## src/page_frame_bitmap_allocator_defines.svh

```systemverilog
// ----------------------------------------------------------------------------
// page_frame_bitmap_allocator_defines
// Assertion macros used by the page frame allocator sources.
// ----------------------------------------------------------------------------
`ifndef PAGE_FRAME_BITMAP_ALLOCATOR_DEFINES_SVH
`define PAGE_FRAME_BITMAP_ALLOCATOR_DEFINES_SVH

`ifndef ASSERT_OFF
`define PFBA_ASSERT(lbl, clk, rst, prop, msg) \
  lbl: assert property (@(posedge clk) disable iff (rst) prop) else $error(msg);
`define PFBA_ASSERT_ALWAYS(lbl, clk, prop, msg) \
  lbl: assert property (@(posedge clk) prop) else $error(msg);
`else
`define PFBA_ASSERT(lbl, clk, rst, prop, msg)
`define PFBA_ASSERT_ALWAYS(lbl, clk, prop, msg)
`endif

`endif

```

## src/pfba_pkg.sv

```systemverilog
// ----------------------------------------------------------------------------
// pfba_pkg
// Shared types and constants of the page frame bitmap allocator.
// ----------------------------------------------------------------------------
package pfba_pkg;

  localparam int ROW_BITS = 64;
  localparam int BIT_W    = $clog2(ROW_BITS);
  localparam int CNT_W    = 13;
  localparam int IDX_W    = 12;

  localparam logic [CNT_W-1:0] CNT_MAX     = 13'h1FFF;
  localparam logic [CNT_W-1:0] TOTAL_RESET = 13'd4096;

  typedef enum logic [2:0] {
    REQ_GET    = 3'd0,
    REQ_LOCK   = 3'd1,
    REQ_FREE   = 3'd2,
    REQ_RESV   = 3'd3,
    REQ_UNRESV = 3'd4
  } req_t;

  typedef enum logic [1:0] {
    ST_DONE  = 2'd0,
    ST_SAME  = 2'd1,
    ST_NONE  = 2'd2,
    ST_RANGE = 2'd3
  } status_t;

endpackage

```

## src/pfba_ram.sv

```systemverilog
// ----------------------------------------------------------------------------
// pfba_ram
// Generic simple dual port RAM, one write and one registered read port.
// ----------------------------------------------------------------------------
module pfba_ram #(
  parameter int WIDTH = 64,
  parameter int DEPTH = 64
) (
  input  logic                                        clk,
  input  logic                                        we,
  input  logic [((DEPTH > 1) ? $clog2(DEPTH) : 1)-1:0] waddr,
  input  logic [WIDTH-1:0]                            wdata,
  input  logic [((DEPTH > 1) ? $clog2(DEPTH) : 1)-1:0] raddr,
  output logic [WIDTH-1:0]                            rdata
);

  logic [WIDTH-1:0] mem [DEPTH];

  always_ff @(posedge clk) begin
    if (we) begin
      mem[waddr] <= wdata;
    end
    rdata <= mem[raddr];
  end

endmodule

```

## src/pfba_find.sv

```systemverilog
// ----------------------------------------------------------------------------
// pfba_find
// Lowest clear bit of one bitmap row.
// ----------------------------------------------------------------------------
module pfba_find (
  input  logic [pfba_pkg::ROW_BITS-1:0] word,
  output logic                          found,
  output logic [pfba_pkg::BIT_W-1:0]    index
);

  always_comb begin
    found = ~&word;
    index = '0;
    for (int b = pfba_pkg::ROW_BITS - 1; b >= 0; b--) begin
      if (!word[b]) begin
        index = pfba_pkg::BIT_W'(b);
      end
    end
  end

endmodule

```

## src/page_frame_bitmap_allocator.sv

```systemverilog
// ----------------------------------------------------------------------------
// page_frame_bitmap_allocator
// First-fit physical page allocator over a busy bitmap held in RAM.
//
// Input channel (in_valid/in_stall) carries req_type and page_index; every
// beat gives exactly one result beat on the output channel (out_valid/
// out_stall). The user must write total_pages through cfg_write/cfg_data
// only while idle; the block itself does not enforce this. The bitmap sits
// in a RAM of 64-bit rows, read-modify-write one row at a time. Lock, free,
// reserve and unreserve pass through S_MOD to S_EMIT; out of range and
// unknown types go straight to S_EMIT. A get request scans one row per cycle
// through the single RAM read port. One item is in flight at a time. After
// reset a clearing pass writes every row to zero, one row a cycle, with
// in_stall high; configuration writes are taken during it. The result sits
// in an output register, so a new item is accepted while the receiver
// stalls the previous result; a finished item then waits until that
// register is free.
// ----------------------------------------------------------------------------
`include "page_frame_bitmap_allocator_defines.svh"

module page_frame_bitmap_allocator #(
  parameter int PAGES = 4096
) (
  input  logic                        clk,
  input  logic                        rst,
  input  logic                        cfg_write,
  input  logic [pfba_pkg::CNT_W-1:0]  cfg_data,
  input  logic                        in_valid,
  output logic                        in_stall,
  input  logic [2:0]                  req_type,
  input  logic [pfba_pkg::IDX_W-1:0]  page_index,
  output logic                        out_valid,
  input  logic                        out_stall,
  output logic [pfba_pkg::IDX_W-1:0]  granted_page,
  output logic [1:0]                  status,
  output logic [pfba_pkg::CNT_W-1:0]  used_pages,
  output logic [pfba_pkg::CNT_W-1:0]  reserved_pages,
  output logic [pfba_pkg::CNT_W-1:0]  avail_pages
);

  localparam int ROWS  = (PAGES + pfba_pkg::ROW_BITS - 1) / pfba_pkg::ROW_BITS;
  localparam int ROW_W = (ROWS > 1) ? $clog2(ROWS) : 1;
  localparam int PG_W  = ROW_W + 1 + pfba_pkg::BIT_W;
  localparam int CW    = (PG_W > pfba_pkg::CNT_W + 1) ? PG_W : pfba_pkg::CNT_W + 1;
  localparam logic [CW-1:0]    PAGES_C  = CW'(PAGES);
  localparam logic [ROW_W-1:0] LAST_ROW = ROW_W'(ROWS - 1);

  typedef enum logic [2:0] {
    S_CLEAR,
    S_IDLE,
    S_MOD,
    S_SCAN,
    S_EMIT
  } state_t;

  state_t                         state;
  logic [ROW_W-1:0]               clr_row;
  logic [ROW_W:0]                 issue_cnt;
  logic                           chk_valid;
  logic [ROW_W-1:0]               chk_row;
  logic [2:0]                     req_kind;
  logic [pfba_pkg::IDX_W-1:0]     req_idx;
  logic [pfba_pkg::IDX_W-1:0]     pend_granted;
  pfba_pkg::status_t              pend_status;
  logic [pfba_pkg::CNT_W-1:0]     used_cnt;
  logic [pfba_pkg::CNT_W-1:0]     resv_cnt;
  logic [pfba_pkg::CNT_W-1:0]     total_reg;

  logic [pfba_pkg::CNT_W-1:0]     lim;
  logic [CW-1:0]                  lim_c;
  logic [CW-1:0]                  issue_base;
  logic [CW-1:0]                  chk_base;
  logic [CW-1:0]                  lim_rem;
  logic                           issue_ok;
  logic [pfba_pkg::ROW_BITS-1:0]  tail_mask;
  logic [pfba_pkg::ROW_BITS-1:0]  bit_sel;
  logic [pfba_pkg::ROW_BITS-1:0]  find_sel;
  logic                           find_found;
  logic [pfba_pkg::BIT_W-1:0]     find_index;
  logic                           cur_bit;
  logic                           setting;
  logic [pfba_pkg::CNT_W-1:0]     used_inc;
  logic [pfba_pkg::CNT_W-1:0]     used_dec;
  logic [pfba_pkg::CNT_W-1:0]     resv_inc;
  logic [pfba_pkg::CNT_W-1:0]     resv_dec;
  logic [pfba_pkg::CNT_W:0]       taken;
  logic [pfba_pkg::CNT_W-1:0]     free_calc;

  logic                           ram_we;
  logic [ROW_W-1:0]               ram_waddr;
  logic [pfba_pkg::ROW_BITS-1:0]  ram_wdata;
  logic [ROW_W-1:0]               ram_raddr;
  logic [pfba_pkg::ROW_BITS-1:0]  ram_rdata;

  assign in_stall = (state != S_IDLE);

  // active limit is the smaller of total_pages and PAGES
  assign lim   = (CW'(total_reg) < PAGES_C) ? total_reg : pfba_pkg::CNT_W'(PAGES_C);
  assign lim_c = CW'(lim);

  assign issue_base = CW'({issue_cnt, {pfba_pkg::BIT_W{1'b0}}});
  assign chk_base   = CW'({chk_row, {pfba_pkg::BIT_W{1'b0}}});
  assign issue_ok   = (issue_base < lim_c);
  assign lim_rem    = lim_c - chk_base;

  // pages at or above the limit look busy to the search
  assign tail_mask = (lim_rem >= CW'(pfba_pkg::ROW_BITS)) ? '0 :
                     ({pfba_pkg::ROW_BITS{1'b1}} << lim_rem[pfba_pkg::BIT_W-1:0]);

  pfba_find u_find (
    .word  (ram_rdata | tail_mask),
    .found (find_found),
    .index (find_index)
  );

  assign bit_sel  = pfba_pkg::ROW_BITS'(1) << req_idx[pfba_pkg::BIT_W-1:0];
  assign find_sel = pfba_pkg::ROW_BITS'(1) << find_index;
  assign cur_bit  = ram_rdata[req_idx[pfba_pkg::BIT_W-1:0]];
  assign setting  = (req_kind == pfba_pkg::REQ_LOCK) || (req_kind == pfba_pkg::REQ_RESV);

  assign used_inc = (used_cnt == pfba_pkg::CNT_MAX) ? used_cnt : used_cnt + 1'b1;
  assign used_dec = (used_cnt == '0) ? used_cnt : used_cnt - 1'b1;
  assign resv_inc = (resv_cnt == pfba_pkg::CNT_MAX) ? resv_cnt : resv_cnt + 1'b1;
  assign resv_dec = (resv_cnt == '0) ? resv_cnt : resv_cnt - 1'b1;

  assign taken     = {1'b0, used_cnt} + {1'b0, resv_cnt};
  assign free_calc = ({1'b0, lim} > taken) ?
                     pfba_pkg::CNT_W'({1'b0, lim} - taken) : '0;

  always_comb begin
    ram_we    = 1'b0;
    ram_waddr = chk_row;
    ram_wdata = '0;
    ram_raddr = ROW_W'(page_index >> pfba_pkg::BIT_W);
    case (state)
      S_CLEAR: begin
        ram_we    = 1'b1;
        ram_waddr = clr_row;
      end
      S_MOD: begin
        ram_we    = (cur_bit != setting);
        ram_waddr = ROW_W'(req_idx >> pfba_pkg::BIT_W);
        ram_wdata = setting ? (ram_rdata | bit_sel) : (ram_rdata & ~bit_sel);
      end
      S_SCAN: begin
        ram_raddr = issue_cnt[ROW_W-1:0];
        ram_we    = chk_valid && find_found;
        ram_wdata = ram_rdata | find_sel;
      end
      default: begin
        ram_we = 1'b0;
      end
    endcase
  end

  pfba_ram #(
    .WIDTH (pfba_pkg::ROW_BITS),
    .DEPTH (ROWS)
  ) u_bitmap (
    .clk   (clk),
    .we    (ram_we),
    .waddr (ram_waddr),
    .wdata (ram_wdata),
    .raddr (ram_raddr),
    .rdata (ram_rdata)
  );

  always_ff @(posedge clk) begin
    if (rst) begin
      state     <= S_CLEAR;
      clr_row   <= '0;
      issue_cnt <= '0;
      chk_valid <= 1'b0;
      used_cnt  <= '0;
      resv_cnt  <= '0;
      total_reg <= pfba_pkg::TOTAL_RESET;
      out_valid <= 1'b0;
    end else begin
      if (cfg_write) begin
        total_reg <= cfg_data;
      end
      if (out_valid && !out_stall && state != S_EMIT) begin
        out_valid <= 1'b0;
      end
      case (state)
        S_CLEAR: begin
          clr_row <= clr_row + 1'b1;
          if (clr_row == LAST_ROW) begin
            state <= S_IDLE;
          end
        end
        S_IDLE: begin
          if (in_valid) begin
            req_kind     <= req_type;
            req_idx      <= page_index;
            pend_granted <= page_index;
            issue_cnt    <= '0;
            chk_valid    <= 1'b0;
            case (req_type)
              pfba_pkg::REQ_GET: begin
                state <= S_SCAN;
              end
              pfba_pkg::REQ_LOCK, pfba_pkg::REQ_FREE,
              pfba_pkg::REQ_RESV, pfba_pkg::REQ_UNRESV: begin
                if (CW'(page_index) >= lim_c) begin
                  pend_status <= pfba_pkg::ST_RANGE;
                  state       <= S_EMIT;
                end else begin
                  state <= S_MOD;
                end
              end
              default: begin
                pend_status <= pfba_pkg::ST_SAME;
                state       <= S_EMIT;
              end
            endcase
          end
        end
        S_MOD: begin
          if (cur_bit == setting) begin
            pend_status <= pfba_pkg::ST_SAME;
          end else begin
            pend_status <= pfba_pkg::ST_DONE;
            case (req_kind)
              pfba_pkg::REQ_LOCK: begin
                used_cnt <= used_inc;
              end
              pfba_pkg::REQ_FREE: begin
                used_cnt <= used_dec;
              end
              pfba_pkg::REQ_RESV: begin
                resv_cnt <= resv_inc;
              end
              default: begin
                resv_cnt <= resv_dec;
              end
            endcase
          end
          state <= S_EMIT;
        end
        S_SCAN: begin
          // one row read issued per cycle, checked in the cycle after
          chk_valid <= issue_ok && !(chk_valid && find_found);
          chk_row   <= issue_cnt[ROW_W-1:0];
          if (issue_ok) begin
            issue_cnt <= issue_cnt + 1'b1;
          end
          if (chk_valid && find_found) begin
            pend_granted <= pfba_pkg::IDX_W'({chk_row, find_index});
            pend_status  <= pfba_pkg::ST_DONE;
            used_cnt     <= used_inc;
            state        <= S_EMIT;
          end else if (!chk_valid && !issue_ok) begin
            pend_status <= pfba_pkg::ST_NONE;
            state       <= S_EMIT;
          end
        end
        S_EMIT: begin
          if (!out_valid || !out_stall) begin
            out_valid      <= 1'b1;
            granted_page   <= pend_granted;
            status         <= pend_status;
            used_pages     <= used_cnt;
            reserved_pages <= resv_cnt;
            avail_pages    <= free_calc;
            state          <= S_IDLE;
          end
        end
        default: begin
          state <= S_IDLE;
        end
      endcase
    end
  end

  `PFBA_ASSERT(a_clear_done, clk, rst, (state == S_CLEAR && clr_row == LAST_ROW) |=> (state == S_IDLE), "clearing pass did not end at the last row")
  `PFBA_ASSERT(a_idle_counts, clk, rst, (state == S_IDLE) |=> ($stable(used_cnt) && $stable(resv_cnt)), "counts changed while idle")
  `PFBA_ASSERT(a_scan_claim, clk, rst, (state == S_SCAN && ram_we) |=> (state == S_EMIT && pend_status == pfba_pkg::ST_DONE), "scan write without a granted page")
  `PFBA_ASSERT(a_mod_flip, clk, rst, (state == S_MOD && ram_we) |=> (pend_status == pfba_pkg::ST_DONE), "bit flipped without done status")

endmodule
```

## config.mk

```make
export PLATFORM = sky130hd
export DESIGN_NAME = page_frame_bitmap_allocator
export DESIGN_NICKNAME = d
export VERILOG_FILES = /design/src/pfba_pkg.sv /design/src/pfba_ram.sv /design/src/pfba_find.sv /design/src/page_frame_bitmap_allocator.sv
export VERILOG_INCLUDE_DIRS = /design/src /design/src/src
export SDC_FILE = /design/constraint.sdc
export NUM_CORES = 2
export LEC_CHECK = 0
export BUFFER_PORTS_ARGS = -buffer_cell sky130_fd_sc_hd__clkbuf_2
export CAP_MARGIN = 5
export CORE_UTILIZATION = 44
export CTS_BUF_LIST = sky130_fd_sc_hd__clkbuf_8
export CTS_CLUSTER_SIZE = 10
export DETAILED_ROUTE_END_ITERATION = 7
export PLACE_DENSITY = 0.63
export SKIP_LAST_GASP = 1
export SYNTH_ARGS = -nofsm -noshare
export SYNTH_HDL_FRONTEND = slang
export SYNTH_SLANG_ARGS = --single-unit
```

## constraint.sdc

```tcl
create_clock -name clk -period 12.1 [get_ports clk]
set_input_delay 2.42 -clock clk [delete_from_list [all_inputs] [get_ports clk]]
set_output_delay 2.42 -clock clk [all_outputs]
set_load 0.02 [all_outputs]
```

==> out/results.txt <==
Setup Skew - 107 ps
Post-Synth Simple-Gate Area - 3.79%
Commonest cells post-synth - 4184 x edfxtp_1, 1045 x mux4_2, 647 x nand2_1, 385 x clkbuf_1, 340 x a211oi_1
Io pins - 88
Syn nets - 8877
Synth Area in XOR/XNOR - 0.307%
First-pass DRT Iterations - 7
CTS H-tree lvls - 6
Crit Path Max Fanout - 63
Share of layout cells above drive strength 1 - 25.4%
Min setup slack post-route - 3230 ps
Met3 usage - 5.59%
Critical Path Source Type - flip-flop
Worst vdd ir - 0.000117 V
M1 GR Usage - 34.2%
Max Cap Viol - 1
Mean Syn Cell Area - 19.5 µm²
Async S/R FF share, synth - 0%
Failing checks - max-capacitance violations
Least-Margin Pin Slew - 1470 ps
CTS Hold Bufs - 0
Max FFs per register - 4096
Top post-synthesis cells by area - edfxtp_1 73%, mux4_2 14%, a211oi_1 1.5%, nand2_1 1.4%, dfxtp_1 1.4%
Vias - 93453
Clk Latency, worst-skew pair - 1250 ps
Gate count after technology mapping - 8781
Gpl congestion - 0.921
GRT Resource Usage Total - 25.2%
Area grow syn2layout - 12.5%
Ys Warns - 0
Netlist cell types - 91
Worst Path Required - 12910 ps
CTS tree - yes
Worst slew margin - 1.25%
Most flop-heavy register - u_bitmap.mem
Top Registers - u_bitmap.mem x4096, u_bitmap.rdata x64
HP Class - flip-flop to flip-flop
EDFF count, synth - 4184
DRC - 0
Die height - 626 µm
DR vias/cell - 6.22
Final setup violation count - 0
Pre-CTS setup slack - 3530 ps
Hold slack - 381 ps
Crit Path Class - flip-flop to flip-flop
Final hold vios - 0
Total negative slack - 0 ps
Nets - 9401
Antenna violations before repair - 25
F_max - 113 MHz
Synth Area in Compound Gates - 5.29%
CP endpoint kind - flip-flop
Cell taking the most area after synthesis - edfxtp_1
FF-to-FF path depth - 22
Status - finished with violations
DIE AREA - 0.391 mm²
Total clock sinks - 4305
WL final - 500 mm
Total CTS buffers - 681
Detailed Place HPWL - 280 mm
Initial Util - 44.3%
Synth Flop Type - edfxtp_1
Number of buffers on the longest clock path - 4
Final min period - 8870 ps
Post-Synth Adder-Cell Area - 0.497%
Clk slew on worst S/H paths - 60 ps
Most common cell in the netlist - edfxtp_1
Largest family of logic cells by synthesized area - multiplexers
Seq/Total Area, Yosys - 74.9%
Worst hold stages - 0
Post-CTS Setup Inserts - 0
Mux contribution to synthesized area - 13.9%
Vias in the first global route - 94102
Total power per unit cell area - 152 mW/mm²
Row count - 228
CTS root buffer - clkbuf_8
RSZ-0062 raised after global routing - false
CTS resizes - 0
Leakage Power - 60.5 nW
First-pass GRT wire length - 704 mm
Initial DRC Count - 12007
Fin crit share - 73.3%
Die X - 626 µm
Arr. time, crit path - 9680 ps
Register bit count reported by yosys - 4305
FILL cells - 31081
Drt wl/cell - 33.3 µm
Mapped cell area - 0.171 mm²
Global Route met2 Usage - 39.8%
Top-area cell type share of the netlist area - 73.4%
Fin. max-slew vios - 0
Largest net degree at the start of global routing - 125
GR Overflow Total - 0
Core ar. - 0.386 mm²
GRT busiest layer - met2
DRT antenna net count - 0
IO Port Bufs - 87
## layout by cell type (no fill, tap or decap), types with 35 or more instances in the layout
master / n
o21ai_0: 113
nand3_1: 36
clkinv_1: 154
clkbuf_8: 714
nor3_2: 47
ha_1: 60
o21a_1: 43
a21oi_1: 228
mux4_2: 1045
edfxtp_1: 4184
xnor2_1: 45
clkbuf_2: 87
a31oi_1: 180
buf_4: 278
and2_1: 270
a311oi_1: 127
nor2_1: 179
clkinv_2: 62
nand2_1: 641
a22oi_1: 35
dfxtp_1: 121
inv_1: 267
a211oi_1: 339
## metrics by stage
stage	instances	utilization [%]	total power [mW]	cell area, µm²
6_report	15030	49.8	29.3	193000
5_1_grt	15025	49.8	30.1	193000
4_1_cts	15023	49.8	29.5	193000
3_5_place_dp	13797	46.5	17.8	180000
3_3_place_gp	13795	46.5	17.8	180000
2_1_floorplan	8781	-	17.3	171000
## final timing paths
| path | end | slack [ps] | start |
|---|---|---|---|
| max | u_bitmap.mem[25][11]$_DFFE_PP_ | 3230 | total_reg[12]$_SDFFE_PP1P_ |
| min | granted_page[2]$_DFFE_PP_ | 380 | pend_granted[2]$_DFFE_PP_ |
| max reg2reg | u_bitmap.mem[25][11]$_DFFE_PP_ | 3230 | total_reg[12]$_SDFFE_PP1P_ |
| min reg2reg | granted_page[2]$_DFFE_PP_ | 380 | pend_granted[2]$_DFFE_PP_ |
## layer usage
metal,vias up,wire (µm)
li1,37580,-
met1,49487,195000
met2,5419,235000
met3,961,49800
met4,6,20700
met5,-,42
## power by group
group	internal, mW	switching (mW)	total (mW)
registers	16.2	0.112	16.3
logic	0.392	0.818	1.21
clock network	5.89	5.86	11.7
total	22.5	6.79	29.3
## area by class of cell
cell class | count | area [µm²] | area share (%)
Sequential cell | 4305 | 128000 | 66.5
Multi-Input combinational cell | 3875 | 41900 | 21.8
Clock buffer | 714 | 9830 | 5.10
Tap cell | 5175 | 6470 | 3.36
Timing Repair Buffer | 393 | 3080 | 1.60
Clock inverter | 512 | 2950 | 1.53
Inverter | 49 | 184 | 0.0955
Antenna cell | 7 | 17.5 | 0.00910
## cells by family after synthesis
family	after synthesis
AOI/OAI and AO/OA	1308
xor gates and xnor gates	60
adders and majority gates	67
buffers and inverters	601
DFF	4305
muxes	1070
and+or+nand+nor	1370
## worst max-delay path, stage by stage, from the launching register on
cell and delay [ps]:
dfxtp_1 290, buf_4 220, inv_1 550, nand2_1 250, ha_1 290, inv_1 70
ha_1 200, nor2b_1 150, o22ai_1 100, o21ai_0 330, nand3_1 310, a211oi_4 320
buf_4 430, a31oi_1 250, nor4_1 700, nand4_1 270, nor2_1 780, a21boi_2 240
a211oi_4 470, buf_4 910, nor3_2 310, buf_4 390, buf_4 450
Note: power is estimated with default switching activity, not from simulation.
